[config.mk]
export PLATFORM = sky130hd
export DESIGN_NAME = log_record_deframer_unit
export DESIGN_NICKNAME = d
export VERILOG_FILES = /design/src/design/lrd_pkg.sv /design/src/design/lrd_front.sv /design/src/design/lrd_back.sv /design/src/design/log_record_deframer_unit.sv
export SDC_FILE = /design/constraint.sdc
export NUM_CORES = 2
export LEC_CHECK = 0
export BUFFER_PORTS_ARGS = -buffer_cell sky130_fd_sc_hd__buf_2
export CORE_MARGIN = 2
export CORE_UTILIZATION = 60
export DETAILED_ROUTE_END_ITERATION = 6
export PLACE_DENSITY = 0.77
export SLEW_MARGIN = 40
export SYNTH_ARGS = -nofsm -noshare
export SYNTH_HDL_FRONTEND = slang
export SYNTH_SLANG_ARGS = --single-unit
[constraint.sdc]
create_clock -name clk -period 22 [get_ports clk]
set_clock_uncertainty 0.2 [all_clocks]
set_input_delay 2.2 -clock clk [delete_from_list [all_inputs] [get_ports clk]]
set_output_delay 2.2 -clock clk [all_outputs]
set_load 0.005 [all_outputs]
[src/design/lrd_pkg.sv]
// Shared types, constants and functions of the log record deframer.
package lrd_pkg;

    localparam int BLOCK_BYTES = 32768;
    localparam int BP_W = $clog2(BLOCK_BYTES);
    localparam logic [2:0] HDR_LEN = 3'd7;

    localparam logic [2:0] PH_HEADER  = 3'd0;
    localparam logic [2:0] PH_PAYLOAD = 3'd1;
    localparam logic [2:0] PH_SKIP    = 3'd2;
    localparam logic [2:0] PH_DONE    = 3'd3;

    localparam logic [2:0] RS_NONE      = 3'd0;
    localparam logic [2:0] RS_PARTIAL   = 3'd1;
    localparam logic [2:0] RS_MISSING   = 3'd2;
    localparam logic [2:0] RS_MID       = 3'd3;
    localparam logic [2:0] RS_UNKNOWN   = 3'd4;
    localparam logic [2:0] RS_BADLEN    = 3'd5;
    localparam logic [2:0] RS_CHECKSUM  = 3'd6;
    localparam logic [2:0] RS_TRUNCATED = 3'd7;

    localparam logic [7:0] TY_ZERO   = 8'd0;
    localparam logic [7:0] TY_FULL   = 8'd1;
    localparam logic [7:0] TY_FIRST  = 8'd2;
    localparam logic [7:0] TY_MIDDLE = 8'd3;
    localparam logic [7:0] TY_LAST   = 8'd4;

    localparam logic CFG_INITIAL_OFFSET = 1'b0;
    localparam logic CFG_CHECKSUM       = 1'b1;

    localparam int QUEUE_DEPTH = 4;
    localparam int QPTR_W = $clog2(QUEUE_DEPTH);

    // One result item.
    typedef struct packed {
        logic        is_verdict;
        logic [7:0]  payload_byte;
        logic        keep_fragment;
        logic        drop_pending;
        logic        deliver_record;
        logic [2:0]  reason;
        logic [31:0] dropped_bytes;
        logic        at_end;
    } result_t;

    // Up to two results caused by one input transaction.
    typedef struct packed {
        logic    first_valid;
        result_t first;
        logic    second_valid;
        result_t second;
    } result_pair_t;

    function automatic logic [31:0] sat_add(input logic [31:0] a, input logic [31:0] b);
        logic [32:0] s;
        s = {1'b0, a} + {1'b0, b};
        return s[32] ? 32'hFFFF_FFFF : s[31:0];
    endfunction

    function automatic logic [31:0] crc_byte(input logic [31:0] c_in, input logic [7:0] b);
        logic [31:0] c;
        c = c_in ^ {24'd0, b};
        for (int k = 0; k < 8; k++) begin
            c = c[0] ? ((c >> 1) ^ 32'h82F6_3B78) : (c >> 1);
        end
        return c;
    endfunction

    function automatic logic [31:0] unmask_crc(input logic [31:0] m);
        logic [31:0] r;
        r = m - 32'hA282_EAD8;
        return {r[16:0], r[31:17]};
    endfunction

    function automatic result_t verdict(input logic keep, input logic dropp,
                                        input logic deliver, input logic [2:0] rsn,
                                        input logic [31:0] dropped, input logic fin);
        result_t v;
        v.is_verdict = 1'b1;
        v.payload_byte = 8'd0;
        v.keep_fragment = keep;
        v.drop_pending = dropp;
        v.deliver_record = deliver;
        v.reason = rsn;
        v.dropped_bytes = dropped;
        v.at_end = fin;
        return v;
    endfunction

endpackage

[src/design/lrd_front.sv]
// Front part: tracks positions, parses headers and decides each fragment's verdict.
module lrd_front (
    input  logic                 clk,
    input  logic                 rst_n,
    input  logic                 in_valid,
    output logic                 in_ready,
    input  logic [7:0]           data_byte,
    input  logic                 end_of_file,
    input  logic                 cfg_valid,
    input  logic                 cfg_index,
    input  logic [47:0]          cfg_data,
    input  logic                 space_ok,
    output logic                 push,
    output lrd_pkg::result_pair_t push_data
);
    import lrd_pkg::*;

    logic [BP_W-1:0] block_position_reg, block_position_next;
    logic [47:0] file_position_reg, file_position_next;
    logic [2:0]  parse_phase_reg, parse_phase_next;
    logic [2:0]  header_count_reg, header_count_next;
    logic [31:0] stored_crc_reg, stored_crc_next;
    logic [15:0] fragment_length_reg, fragment_length_next;
    logic [7:0]  fragment_type_reg, fragment_type_next;
    logic [15:0] bytes_left_reg, bytes_left_next;
    logic [31:0] running_crc_reg, running_crc_next;
    logic        in_fragmented_reg, in_fragmented_next;
    logic        resync_active_reg, resync_active_next;
    logic [31:0] pending_bytes_reg, pending_bytes_next;
    logic [2:0]  skip_reason_reg, skip_reason_next;
    logic [31:0] skip_count_reg, skip_count_next;
    logic [47:0] initial_offset_reg;
    logic        checksum_enable_reg;
    // One bit wider than a file position: the search may start beyond the last position.
    logic [48:0] skip_target_reg;
    // Precomputed header-start compare is awkward; record start is computed per fragment.
    logic [47:0] frag_start_reg, frag_start_next;

    logic accept;
    assign in_ready = space_ok;
    assign accept = in_valid && in_ready;

    // Skip target: block start of the offset, or the next block if in its last 5 bytes.
    logic [48:0] skip_target_calc;
    always_comb
    begin
        skip_target_calc = {1'b0, cfg_data[47:BP_W], {BP_W{1'b0}}};
        if ({{(48-BP_W){1'b0}}, cfg_data[BP_W-1:0]} > 48'(BLOCK_BYTES - 6)) begin
            skip_target_calc = skip_target_calc + 49'(BLOCK_BYTES);
        end
    end

    always_ff @(posedge clk or negedge rst_n)
    begin
        if (!rst_n) begin
            initial_offset_reg <= '0;
            checksum_enable_reg <= 1'b1;
            skip_target_reg <= '0;
        end else if (cfg_valid) begin
            if (cfg_index == CFG_INITIAL_OFFSET) begin
                initial_offset_reg <= cfg_data;
                skip_target_reg <= skip_target_calc;
            end else begin
                checksum_enable_reg <= cfg_data[0];
            end
        end
    end

    always_comb
    begin
        logic [31:0] bad_drop;
        logic [2:0]  bad_rsn;
        logic        part;
        logic [31:0] crc_nb;
        logic        fin_frag;
        logic [16:0] room;
        logic [15:0] len;
        logic [7:0]  ty;
        logic        r_pending;
        logic [2:0]  eof_rsn;
        logic        do_judge;
        logic        do_bad;
        logic [2:0]  bad_phys;
        logic [31:0] bad_cnt;
        result_t     r;
        logic [BP_W:0] bp_inc;

        block_position_next = block_position_reg;
        file_position_next = file_position_reg;
        parse_phase_next = parse_phase_reg;
        header_count_next = header_count_reg;
        stored_crc_next = stored_crc_reg;
        fragment_length_next = fragment_length_reg;
        fragment_type_next = fragment_type_reg;
        bytes_left_next = bytes_left_reg;
        running_crc_next = running_crc_reg;
        in_fragmented_next = in_fragmented_reg;
        resync_active_next = resync_active_reg;
        pending_bytes_next = pending_bytes_reg;
        skip_reason_next = skip_reason_reg;
        skip_count_next = skip_count_reg;
        frag_start_next = frag_start_reg;
        push_data = '0;
        bad_drop = '0;
        bad_rsn = RS_NONE;
        part = 1'b0;
        crc_nb = '0;
        fin_frag = 1'b0;
        room = '0;
        len = fragment_length_reg;
        ty = fragment_type_reg;
        r_pending = 1'b0;
        eof_rsn = RS_NONE;
        do_judge = 1'b0;
        do_bad = 1'b0;
        bad_phys = RS_NONE;
        bad_cnt = '0;
        r = '0;
        bp_inc = '0;

        if (cfg_valid && cfg_index == CFG_INITIAL_OFFSET) begin
            resync_active_next = (cfg_data != 48'd0);
        end

        if (accept && parse_phase_reg != PH_DONE) begin
            if (end_of_file) begin
                if (parse_phase_reg == PH_SKIP) begin
                    if (skip_reason_reg == RS_CHECKSUM) begin
                        push_data.first_valid = 1'b1;
                        push_data.first = verdict(1'b0, in_fragmented_reg, 1'b0, RS_CHECKSUM,
                            in_fragmented_reg ? sat_add(skip_count_reg, pending_bytes_reg)
                                              : skip_count_reg, 1'b0);
                    end else begin
                        eof_rsn = RS_TRUNCATED;
                    end
                end else if (parse_phase_reg == PH_PAYLOAD || header_count_reg != 3'd0) begin
                    eof_rsn = RS_TRUNCATED;
                end
                r = verdict(1'b0, (parse_phase_reg == PH_SKIP && skip_reason_reg == RS_CHECKSUM)
                                  ? 1'b0 : in_fragmented_reg, 1'b0, eof_rsn, 32'd0, 1'b1);
                if (push_data.first_valid) begin
                    push_data.second_valid = 1'b1;
                    push_data.second = r;
                end else begin
                    push_data.first_valid = 1'b1;
                    push_data.first = r;
                end
                in_fragmented_next = 1'b0;
                pending_bytes_next = '0;
                resync_active_next = 1'b0;
                header_count_next = '0;
                parse_phase_next = PH_DONE;
            end else begin
                unique case (parse_phase_reg)
                    PH_HEADER:
                    begin
                        if (header_count_reg == 3'd0 &&
                            ({1'b0, file_position_reg} < skip_target_reg ||
                             (17'(BLOCK_BYTES) - 17'(block_position_reg)) < 17'(HDR_LEN))) begin
                            // Before the skip target or inside a block trailer.
                        end else begin
                            unique case (header_count_reg)
                                3'd0: stored_crc_next = {24'd0, data_byte};
                                3'd1: stored_crc_next[15:8] = data_byte;
                                3'd2: stored_crc_next[23:16] = data_byte;
                                3'd3: stored_crc_next[31:24] = data_byte;
                                3'd4: fragment_length_next = {8'd0, data_byte};
                                3'd5: fragment_length_next[15:8] = data_byte;
                                default: ;
                            endcase
                            if (header_count_reg == 3'd0) begin
                                frag_start_next = file_position_reg;
                            end
                            if (header_count_reg == 3'd6) begin
                                ty = data_byte;
                                fragment_type_next = data_byte;
                                crc_nb = crc_byte(32'hFFFF_FFFF, data_byte);
                                running_crc_next = crc_nb;
                                header_count_next = '0;
                                room = 17'(BLOCK_BYTES) - (17'(block_position_reg) - 17'd6);
                                if (17'(HDR_LEN) + {1'b0, fragment_length_reg} > room) begin
                                    parse_phase_next = PH_SKIP;
                                    skip_reason_next = RS_BADLEN;
                                    skip_count_next = 32'(HDR_LEN);
                                end else if (data_byte == TY_ZERO && fragment_length_reg == 16'd0) begin
                                    do_bad = 1'b1;
                                end else if (fragment_length_reg == 16'd0) begin
                                    do_judge = 1'b1;
                                end else begin
                                    parse_phase_next = PH_PAYLOAD;
                                    bytes_left_next = fragment_length_reg;
                                end
                            end else begin
                                header_count_next = header_count_reg + 3'd1;
                            end
                        end
                    end
                    PH_PAYLOAD:
                    begin
                        push_data.first_valid = 1'b1;
                        push_data.first = '0;
                        push_data.first.payload_byte = data_byte;
                        crc_nb = crc_byte(running_crc_reg, data_byte);
                        running_crc_next = crc_nb;
                        bytes_left_next = bytes_left_reg - 16'd1;
                        if (bytes_left_reg == 16'd1) begin
                            parse_phase_next = PH_HEADER;
                            do_judge = 1'b1;
                        end
                    end
                    default:
                    begin
                        skip_count_next = sat_add(skip_count_reg, 32'd1);
                    end
                endcase

                // Fragment judgement.
                if (do_judge) begin
                    if (checksum_enable_reg && (~crc_nb) != unmask_crc(stored_crc_reg)) begin
                        parse_phase_next = PH_SKIP;
                        skip_reason_next = RS_CHECKSUM;
                        skip_count_next = 32'(HDR_LEN) + {16'd0, len};
                    end else if (frag_start_next < initial_offset_reg) begin
                        do_bad = 1'b1;
                    end else if (resync_active_reg && (ty == TY_MIDDLE || ty == TY_LAST)) begin
                        if (ty == TY_LAST) begin
                            resync_active_next = 1'b0;
                        end
                        r = verdict(1'b0, 1'b0, 1'b0, RS_NONE, 32'd0, 1'b0);
                        r_pending = 1'b1;
                    end else begin
                        resync_active_next = 1'b0;
                        part = in_fragmented_reg && pending_bytes_reg != 32'd0;
                        r_pending = 1'b1;
                        priority case (1'b1)
                            ty == TY_FULL:
                            begin
                                r = verdict(1'b1, 1'b1, 1'b1, part ? RS_PARTIAL : RS_NONE,
                                            part ? pending_bytes_reg : 32'd0, 1'b0);
                                in_fragmented_next = 1'b0;
                                pending_bytes_next = '0;
                            end
                            ty == TY_FIRST:
                            begin
                                r = verdict(1'b1, 1'b1, 1'b0, part ? RS_PARTIAL : RS_NONE,
                                            part ? pending_bytes_reg : 32'd0, 1'b0);
                                in_fragmented_next = 1'b1;
                                pending_bytes_next = {16'd0, len};
                            end
                            ty == TY_MIDDLE || ty == TY_LAST:
                            begin
                                if (!in_fragmented_reg) begin
                                    r = verdict(1'b0, 1'b0, 1'b0, RS_MISSING, {16'd0, len}, 1'b0);
                                end else if (ty == TY_MIDDLE) begin
                                    r = verdict(1'b1, 1'b0, 1'b0, RS_NONE, 32'd0, 1'b0);
                                    pending_bytes_next = sat_add(pending_bytes_reg, {16'd0, len});
                                end else begin
                                    r = verdict(1'b1, 1'b0, 1'b1, RS_NONE, 32'd0, 1'b0);
                                    in_fragmented_next = 1'b0;
                                    pending_bytes_next = '0;
                                end
                            end
                            default:
                            begin
                                r = verdict(1'b0, in_fragmented_reg, 1'b0, RS_UNKNOWN,
                                    in_fragmented_reg ? sat_add({16'd0, len}, pending_bytes_reg)
                                                      : {16'd0, len}, 1'b0);
                                in_fragmented_next = 1'b0;
                                pending_bytes_next = '0;
                            end
                        endcase
                    end
                end

                // Position advance and block-end skip report.
                file_position_next = file_position_reg + 48'd1;
                bp_inc = {1'b0, block_position_reg} + 1'b1;
                fin_frag = (bp_inc >= (BP_W+1)'(BLOCK_BYTES));
                block_position_next = fin_frag ? '0 : bp_inc[BP_W-1:0];
                if (parse_phase_next == PH_SKIP && fin_frag) begin
                    parse_phase_next = PH_HEADER;
                    do_bad = 1'b1;
                    bad_phys = skip_reason_next;
                    bad_cnt = skip_count_next;
                end

                if (do_bad) begin
                    bad_rsn = (bad_phys != RS_NONE) ? bad_phys
                            : (in_fragmented_reg ? RS_MID : RS_NONE);
                    bad_drop = in_fragmented_reg ? sat_add(bad_cnt, pending_bytes_reg) : bad_cnt;
                    resync_active_next = 1'b0;
                    r = verdict(1'b0, in_fragmented_reg, 1'b0, bad_rsn, bad_drop, 1'b0);
                    r_pending = 1'b1;
                    in_fragmented_next = 1'b0;
                    pending_bytes_next = '0;
                end

                if (r_pending) begin
                    if (push_data.first_valid) begin
                        push_data.second_valid = 1'b1;
                        push_data.second = r;
                    end else begin
                        push_data.first_valid = 1'b1;
                        push_data.first = r;
                    end
                end
            end
        end
    end

    assign push = accept && (push_data.first_valid || push_data.second_valid);

    always_ff @(posedge clk or negedge rst_n)
    begin
        if (!rst_n) begin
            block_position_reg <= '0;
            file_position_reg <= '0;
            parse_phase_reg <= PH_HEADER;
            header_count_reg <= '0;
            stored_crc_reg <= '0;
            fragment_length_reg <= '0;
            fragment_type_reg <= '0;
            bytes_left_reg <= '0;
            running_crc_reg <= 32'hFFFF_FFFF;
            in_fragmented_reg <= 1'b0;
            resync_active_reg <= 1'b0;
            pending_bytes_reg <= '0;
            skip_reason_reg <= RS_NONE;
            skip_count_reg <= '0;
            frag_start_reg <= '0;
        end else begin
            block_position_reg <= block_position_next;
            file_position_reg <= file_position_next;
            parse_phase_reg <= parse_phase_next;
            header_count_reg <= header_count_next;
            stored_crc_reg <= stored_crc_next;
            fragment_length_reg <= fragment_length_next;
            fragment_type_reg <= fragment_type_next;
            bytes_left_reg <= bytes_left_next;
            running_crc_reg <= running_crc_next;
            in_fragmented_reg <= in_fragmented_next;
            resync_active_reg <= resync_active_next;
            pending_bytes_reg <= pending_bytes_next;
            skip_reason_reg <= skip_reason_next;
            skip_count_reg <= skip_count_next;
            frag_start_reg <= frag_start_next;
        end
    end

endmodule

[src/design/lrd_back.sv]
// Back part: queue of result pairs and serialisation onto the output channel.
module lrd_back (
    input  logic                  clk,
    input  logic                  rst_n,
    input  logic                  push,
    input  lrd_pkg::result_pair_t push_data,
    output logic                  space_ok,
    output logic                  out_valid,
    input  logic                  out_ready,
    output lrd_pkg::result_t      out_item
);
    import lrd_pkg::*;

    result_pair_t     queue_mem [QUEUE_DEPTH];
    logic [QPTR_W-1:0] wr_ptr_reg, rd_ptr_reg;
    logic [QPTR_W:0]   count_reg, count_next;
    logic              half_reg, half_next;
    logic              pop;
    result_pair_t      head;

    assign head = queue_mem[rd_ptr_reg];
    assign space_ok = (count_reg < (QPTR_W+1)'(QUEUE_DEPTH));
    assign out_valid = (count_reg != '0);

    always_comb
    begin
        if (!half_reg && head.first_valid) begin
            out_item = head.first;
        end else begin
            out_item = head.second;
        end
        pop = 1'b0;
        half_next = half_reg;
        if (out_valid && out_ready) begin
            if (!half_reg && head.first_valid && head.second_valid) begin
                half_next = 1'b1;
            end else begin
                half_next = 1'b0;
                pop = 1'b1;
            end
        end
        count_next = count_reg + (QPTR_W+1)'(push) - (QPTR_W+1)'(pop);
    end

    always_ff @(posedge clk)
    begin
        if (push) begin
            queue_mem[wr_ptr_reg] <= push_data;
        end
    end

    always_ff @(posedge clk or negedge rst_n)
    begin
        if (!rst_n) begin
            wr_ptr_reg <= '0;
            rd_ptr_reg <= '0;
            count_reg <= '0;
            half_reg <= 1'b0;
        end else begin
            if (push) begin
                wr_ptr_reg <= wr_ptr_reg + 1'b1;
            end
            if (pop) begin
                rd_ptr_reg <= rd_ptr_reg + 1'b1;
            end
            count_reg <= count_next;
            half_reg <= half_next;
        end
    end

endmodule

[src/design/log_record_deframer_unit.sv]
// Top level of the log record deframer.
// The deframer reads a log file one byte per input transaction in blocks of 32768 bytes,
// skipping block trailers, parsing 7-byte headers and passing payload bytes straight
// through. After each fragment it produces a verdict transaction telling a downstream
// buffer whether to keep the fragment, discard pending fragments or deliver a record.
// One input transaction is accepted per clock cycle; each causes zero, one or two result
// transactions. The front part updates the per-byte CRC32C and header counters for each
// accepted byte, and a four-entry queue of result pairs sits between it and the output, so input
// is only held back when that queue is full, which happens when the output stalls or when
// several two-result transactions arrive together (each pair leaves as two output transactions).
// Configuration writes are always accepted; they should be made while the block is idle.
// After the end-of-file transaction no further results appear until reset.
module log_record_deframer_unit (
    input  logic        clk,
    input  logic        rst_n,
    input  logic        in_valid,
    output logic        in_ready,
    input  logic [7:0]  data_byte,
    input  logic        end_of_file,
    input  logic        cfg_valid,
    output logic        cfg_ready,
    input  logic        cfg_index,
    input  logic [47:0] cfg_data,
    output logic        out_valid,
    input  logic        out_ready,
    output logic        is_verdict,
    output logic [7:0]  payload_byte,
    output logic        keep_fragment,
    output logic        drop_pending,
    output logic        deliver_record,
    output logic [2:0]  reason,
    output logic [31:0] dropped_bytes,
    output logic        at_end
);
    import lrd_pkg::*;

    logic         space_ok;
    logic         push;
    result_pair_t push_data;
    result_t      out_item;

    assign cfg_ready = 1'b1;

    lrd_front u_front (
        .clk        (clk),
        .rst_n      (rst_n),
        .in_valid   (in_valid),
        .in_ready   (in_ready),
        .data_byte  (data_byte),
        .end_of_file(end_of_file),
        .cfg_valid  (cfg_valid),
        .cfg_index  (cfg_index),
        .cfg_data   (cfg_data),
        .space_ok   (space_ok),
        .push       (push),
        .push_data  (push_data)
    );

    lrd_back u_back (
        .clk      (clk),
        .rst_n    (rst_n),
        .push     (push),
        .push_data(push_data),
        .space_ok (space_ok),
        .out_valid(out_valid),
        .out_ready(out_ready),
        .out_item (out_item)
    );

    assign is_verdict = out_item.is_verdict;
    assign payload_byte = out_item.payload_byte;
    assign keep_fragment = out_item.keep_fragment;
    assign drop_pending = out_item.drop_pending;
    assign deliver_record = out_item.deliver_record;
    assign reason = out_item.reason;
    assign dropped_bytes = out_item.dropped_bytes;
    assign at_end = out_item.at_end;

endmodule

==> Yosys cells after proc, flatten, opt, wreduce, memory -nomap -nowiden <==
Memory sizes are Yosys's and may differ from the RTL's.
Index checks and enable logic that the tools add are counted.
{ "totals": {"memories": 1, "ram_bits": 392, "latch_bits": 0, "inputBits": 63, "wordCells": 334, "register_bits": 396, "romBits": 0, "out_inout_bits": 51} }
{ "memory_table": {"columns": ["name", "depth", "width", "read_ports", "rd_clocked_by_memory_dff", "write_ports", "line_no", "source"], "rows": [
  ["u_back.queue_mem", 4, 98, 1, 0, 1, "lrd_back.sv:14", "result_pair_t queue_mem [QUEUE_DEPTH];"]
]} }
{ "classes": {"n_lt_le_gt_ge": 7, "reduce_logical": 49, "bitwise_logic": 22, "addsub": 19, "n_mul": 0, "muxes": 183, "n_shift": 0, "n_eq_ne": 27, "n_div": 0} }
{ "op_table": {"columns": ["cell", "count"], "rows": [
  ["$mux W32", 49],
  ["$mux W48", 17],
  ["$mux W49", 10],
  ["$mux W98", 3],
  ["$not A16 Y17", 16],
  ["$pmux W32 S2", 3],
  ["$mux W3", 29],
  ["$mux W16", 5],
  ["$add A32 B32 Y33", 2],
  ["$pmux W8 S2", 4],
  ["$mux W1", 52],
  ["$add A48 B16 Y49 const B", 1],
  ["$lt A48 B49 Y1", 1],
  ["$add A48 B1 Y48 const B", 1],
  ["$lt A48 B48 Y1", 1],
  ["$reduce_bool A48 Y1", 1],
  ["$mux W8", 5],
  ["$reduce_and A5 Y1", 8],
  ["$mux W37", 1],
  ["$add A3 B16 Y17 const A", 2],
  ["$add A32 B1 Y33 const B", 1],
  ["$add A32 B16 Y33", 1],
  ["$ne A32 B32 Y1", 1],
  ["$not A32 Y32", 1],
  ["other kinds (48)", 92]
]} }

==> Longest topological paths before layout <==
{ "logic_depth": {"word_depth": 46, "depth_mapped": 43, "mapped_depth_nobuf": 41} }

==> Hierarchy <==
A second synthesis with hierarchy kept.
{ "hier_totals": {"hier_cells": 4666, "area_unflattened_um2": 47435.5} }
{ "by_module_without_submodules": {"columns": ["mod", "cells_per_inst", "instances", "seq_area_each_um2", "area_per_inst_um2"], "rows": [
  ["lrd_front", 4051, 1, 9375.2, 32178.4],
  ["lrd_back", 613, 1, 11971.5, 15245.9],
  ["log_record_deframer_unit", 2, 1, 0.0, 11.3]
]} }

==> Least setup slack after synthesis <==
Ideal clock, no wire load.
{ "synth_timing": {"path_kind": "input to register", "startpoint": "input port data_byte[1]", "endpoint": "memory u_back.queue_mem[0][80] (netlist bit), data pin", "stages": 32, "setup_time_ps": 282, "required_ps": 21518, "slack_ps": 12028, "path_buffers": 3, "arrival_ps": 9490, "path_cell_list": "buf_4 buf_1 inv_1 ha_1 xnor3_1 xor2_1 nor2_1 a211o_1 a2111oi_0 nand4_1 or4_4 o31ai_2 or2_2 buf_2 o21ai_0 ha_1 inv_1 fa_1 nor2b_1 o21a_1 o21ai_0 a21oi_1 a211oi_1 o32ai_1 or3_1 a21oi_1 nor2_1 o32ai_1 o211ai_1 o32a_1 a21oi_1 a221oi_2"} }
{ "synth_rtl": {"columns": ["element", "line_no", "source"], "rows": [
  ["start: declaration", "log_record_deframer_unit.sv:18", "input logic [7:0] data_byte,"],
  ["end: declaration", "lrd_back.sv:14", null]
]} }

==> impl_metrics.yaml <==
cts:
  cts_tree: "built"
  cts-root-buf: "clkbuf_16"
  cts_setup_buffers: 0
  clockBufferDepth: 3
  clock-sinks: 741
  post_cts_resized: 0
  htreeDepth: 3
  ctsHoldBuffers: 0
  clk_latency_ns: 0.65
  path_clk_slew_ns: 0.06
  cts_buffers: 80
placement:
  gp_congestion: 1.01
  io_buffers: 112
  place_area_um2: 47000
  hpwl_um: 85700
timing:
  slew_headroom: 0.401
  tns_ns: 0
  setup_viol: 0
  timing.final.crit_period_ns: 11.04
  hold_viol_final: 0
  post-route-period-util: 0.502
  timing.final.max_slew_violations: 0
  worstMarginPinSlew_ns: 0.893
  fmax_mhz: 90.6
  rsz0062_at_grt: "false"
synthesis:
  synth_mux_area_frac: 0.0902
  ys_seq_area_frac: 0.447
  ys_warn_count: 0
  synth_simple_gate_area_share: 0.136
  synth_top_family_by_area: "compound AO/OA/AOI/OAI gates"
  yosysMostFrequentCell: "nand2_1"
  synth_commonest_cells: "440 x nand2_1, 360 x edfxtp_1, 348 x dfrtp_1, 340 x o21ai_0, 297 x nor2_1"
  synth_top_flop_cell: "edfxtp_1"
  synth_area_per_cell_um2: 10.3
  synthCells: 4420
  ys_seq_elements: 741
  postSynth.asyncResetShare: 0.514
  synth-xor-area-share: 0.0833
  synth_area_leader_cell: "edfxtp_1"
  synth_compound_area_frac: 0.150
  synth_area_leaders: "edfxtp_1 24%, dfrtp_1 19%, ha_1 5.5%"
  synthDistinctLibCells: 110
  synth_top_area_share: 0.237
  synth_edf_count: 360
  yosys.area_share.adder: 0.0563
  synth_area_um2: 45700
power_and_ir_drop:
  swShare: 0.312
  comb_power_share: 0.292
  ir_drop_mv: 0.0635
  clockPowerShare: 0.323
  p_int_w: 0.00290
  power.switching_w: 0.00132
  power_density_nw_per_um2: 84.8
  seq_power_share: 0.385
  leakagePower_nw: 20.4
  total_power_w: 0.00422
cells_and_area:
  final_layout_size_suffix_gt1_frac: 0.151
  diodes: 0
  nets: 4677
  fin_area_um2: 49800
  largest-register: "u_back.queue_mem"
  largest_register_ffs: 360
  area_growth_pct: 9.01
hold_path:
  hold_class: "reg -> reg"
  hold_depth: 2
outcome:
  status: "finished, final reports clean"
routing:
  drc: 0
  routedLengthMet1_um: 50900
  wl_um: 122000
  dr_wl_met2_um: 57200
  vias: 35000
  wl_met3_um: 9120
  drt-pass1-iter-count: 6
  wl_per_cell_um: 22.3
  drt-initial-drc-count: 3496
  drtAntennaViolNets: 0
  highest_layer: "met4"
  via_per_inst: 6.42
floorplanning:
  start_util: 0.603
  rows: 101
  num_io_pins: 114
  die_w_um: 280
  coreArea_um2: 75700
  die_h_um: 280
  die-area_um2: 78300
grt:
  grt_max_degree: 100
  overflow: 0
  antenna_found_initial: 0
  globalRouteTotalUtil: 0.310
  grt_pass1_vias: 33600
  grt_pass1_wl_um: 191000
critical_path:
  cp.depth: 30
  ff2ff_setup_slack_ns: 11.83
  crit_arrival_ns: 11.19
  reg2reg_depth: 37
  cp_num_buf_inv: 3
  start_kind: "primary input"
  worstPathRequired_ns: 22.15
  critPathSlowestCell: "or4b_2"
  cp_max_fo: 21
  critPathMaxStageDelay_ns: 0.74
  worst_path_most_repeated_cell: "a21oi_1"
  crit_family: "compound AO/OA/AOI/OAI gates"
  crit_path_end_kind: "flop"
  worst-setup-path-type: "in -> reg"
job:
  max-cap-violations: 0
==> layout make-up <==
cell class                      instances  area (um2)
Sequential cell                       741       20400
Timing Repair Buffer                  169        1080
Fill cell                            5777       25900
Clock buffer                           98        2120
Tap cell                              978        1220
Inverter                              173         649
Multi-Input combinational cell       3246       23700
Clock inverter                         50         587
==> layout by cell type (no fill, tap or decap), drive strengths merged, types with 16 or more instances in the layout <==
cell type,count
a22oi,20
clkbuf,98
o31ai,26
xor2,116
nand2,441
buf,169
nor4,50
or3,28
nand4,73
a211oi,25
a22o,16
dfstp,33
a21oi,275
nand3,119
nor2b,55
xnor2,214
nor3,71
and2,25
xnor3,30
nor2,298
ha,199
edfxtp,360
o211ai,26
o22ai,31
mux2,158
o21a,41
a31oi,48
o221ai,29
clkinv,34
dfrtp,348
mux2i,31
a21o,59
and3,53
mux4,90
inv,175
a221oi,22
o21ai,354
nand2b,36
==> per-stage QoR <==
step                setup slack [ns]  std cells  hold slack [ns]  utilization
floorplan                      12.03       4421            0.241            -
global placement               10.47       5305            0.262        0.620
detailed placement             10.51       5306            0.268        0.621
CTS                            11.14       5454            0.281        0.657
global route                   10.47       5455            0.306        0.657
finish                         10.96       5455            0.276        0.657
==> final timing paths <==
path,end,start
min,u_front.skip_target_reg[34],u_front.skip_target_reg[34]
max,u_back.queue_mem[2][31],data_byte[1]
max reg2reg,u_back.queue_mem[2][31],u_front.block_position_reg[4]
max in group asynchronous,u_front.bytes_left_reg[11],rst_n
min in group asynchronous,u_front.stored_crc_reg[4],rst_n
min reg2reg,u_front.skip_target_reg[34],u_front.skip_target_reg[34]
==> per-layer routing <==
layer,global-route usage,vias to the layer above
met5,0,-
met4,0.117,0
met3,0.0440,264
met2,0.498,1444
met1,0.428,17100
li1,-,16200
==> worst reg2reg max path, delay by kind of cell, from the launching register on <==
family / cells / cell delay (ns)
AO/OA/AOI/OAI: 18 / 4.75
XOR/XNOR: 1 / 0.18
AND/OR/NAND/NOR: 15 / 3.33
buffers and inverters: 1 / 0.28
adder cells (fa/ha/maj): 2 / 0.58
flip-flops: 1 / 0.57
==> power by group through the flow <==
stage	clock, W	sequential [W]	combinational [W]
after floorplan	0	0.00160	0.000952
after global placement	0	0.00164	0.00120
after detailed placement	0	0.00165	0.00122
after CTS	0.00138	0.00162	0.00124
after global routing	0.00144	0.00163	0.00134
final	0.00136	0.00162	0.00123
==> cell families after synthesis <==
family	Yosys count
fa+ha+maj	203
simple gates	1308
xor+xnor	364
compound gates	1090
mux	279
other cells	1
buf+inv	434
flops	741
Power figures use the tool's default switching activity.
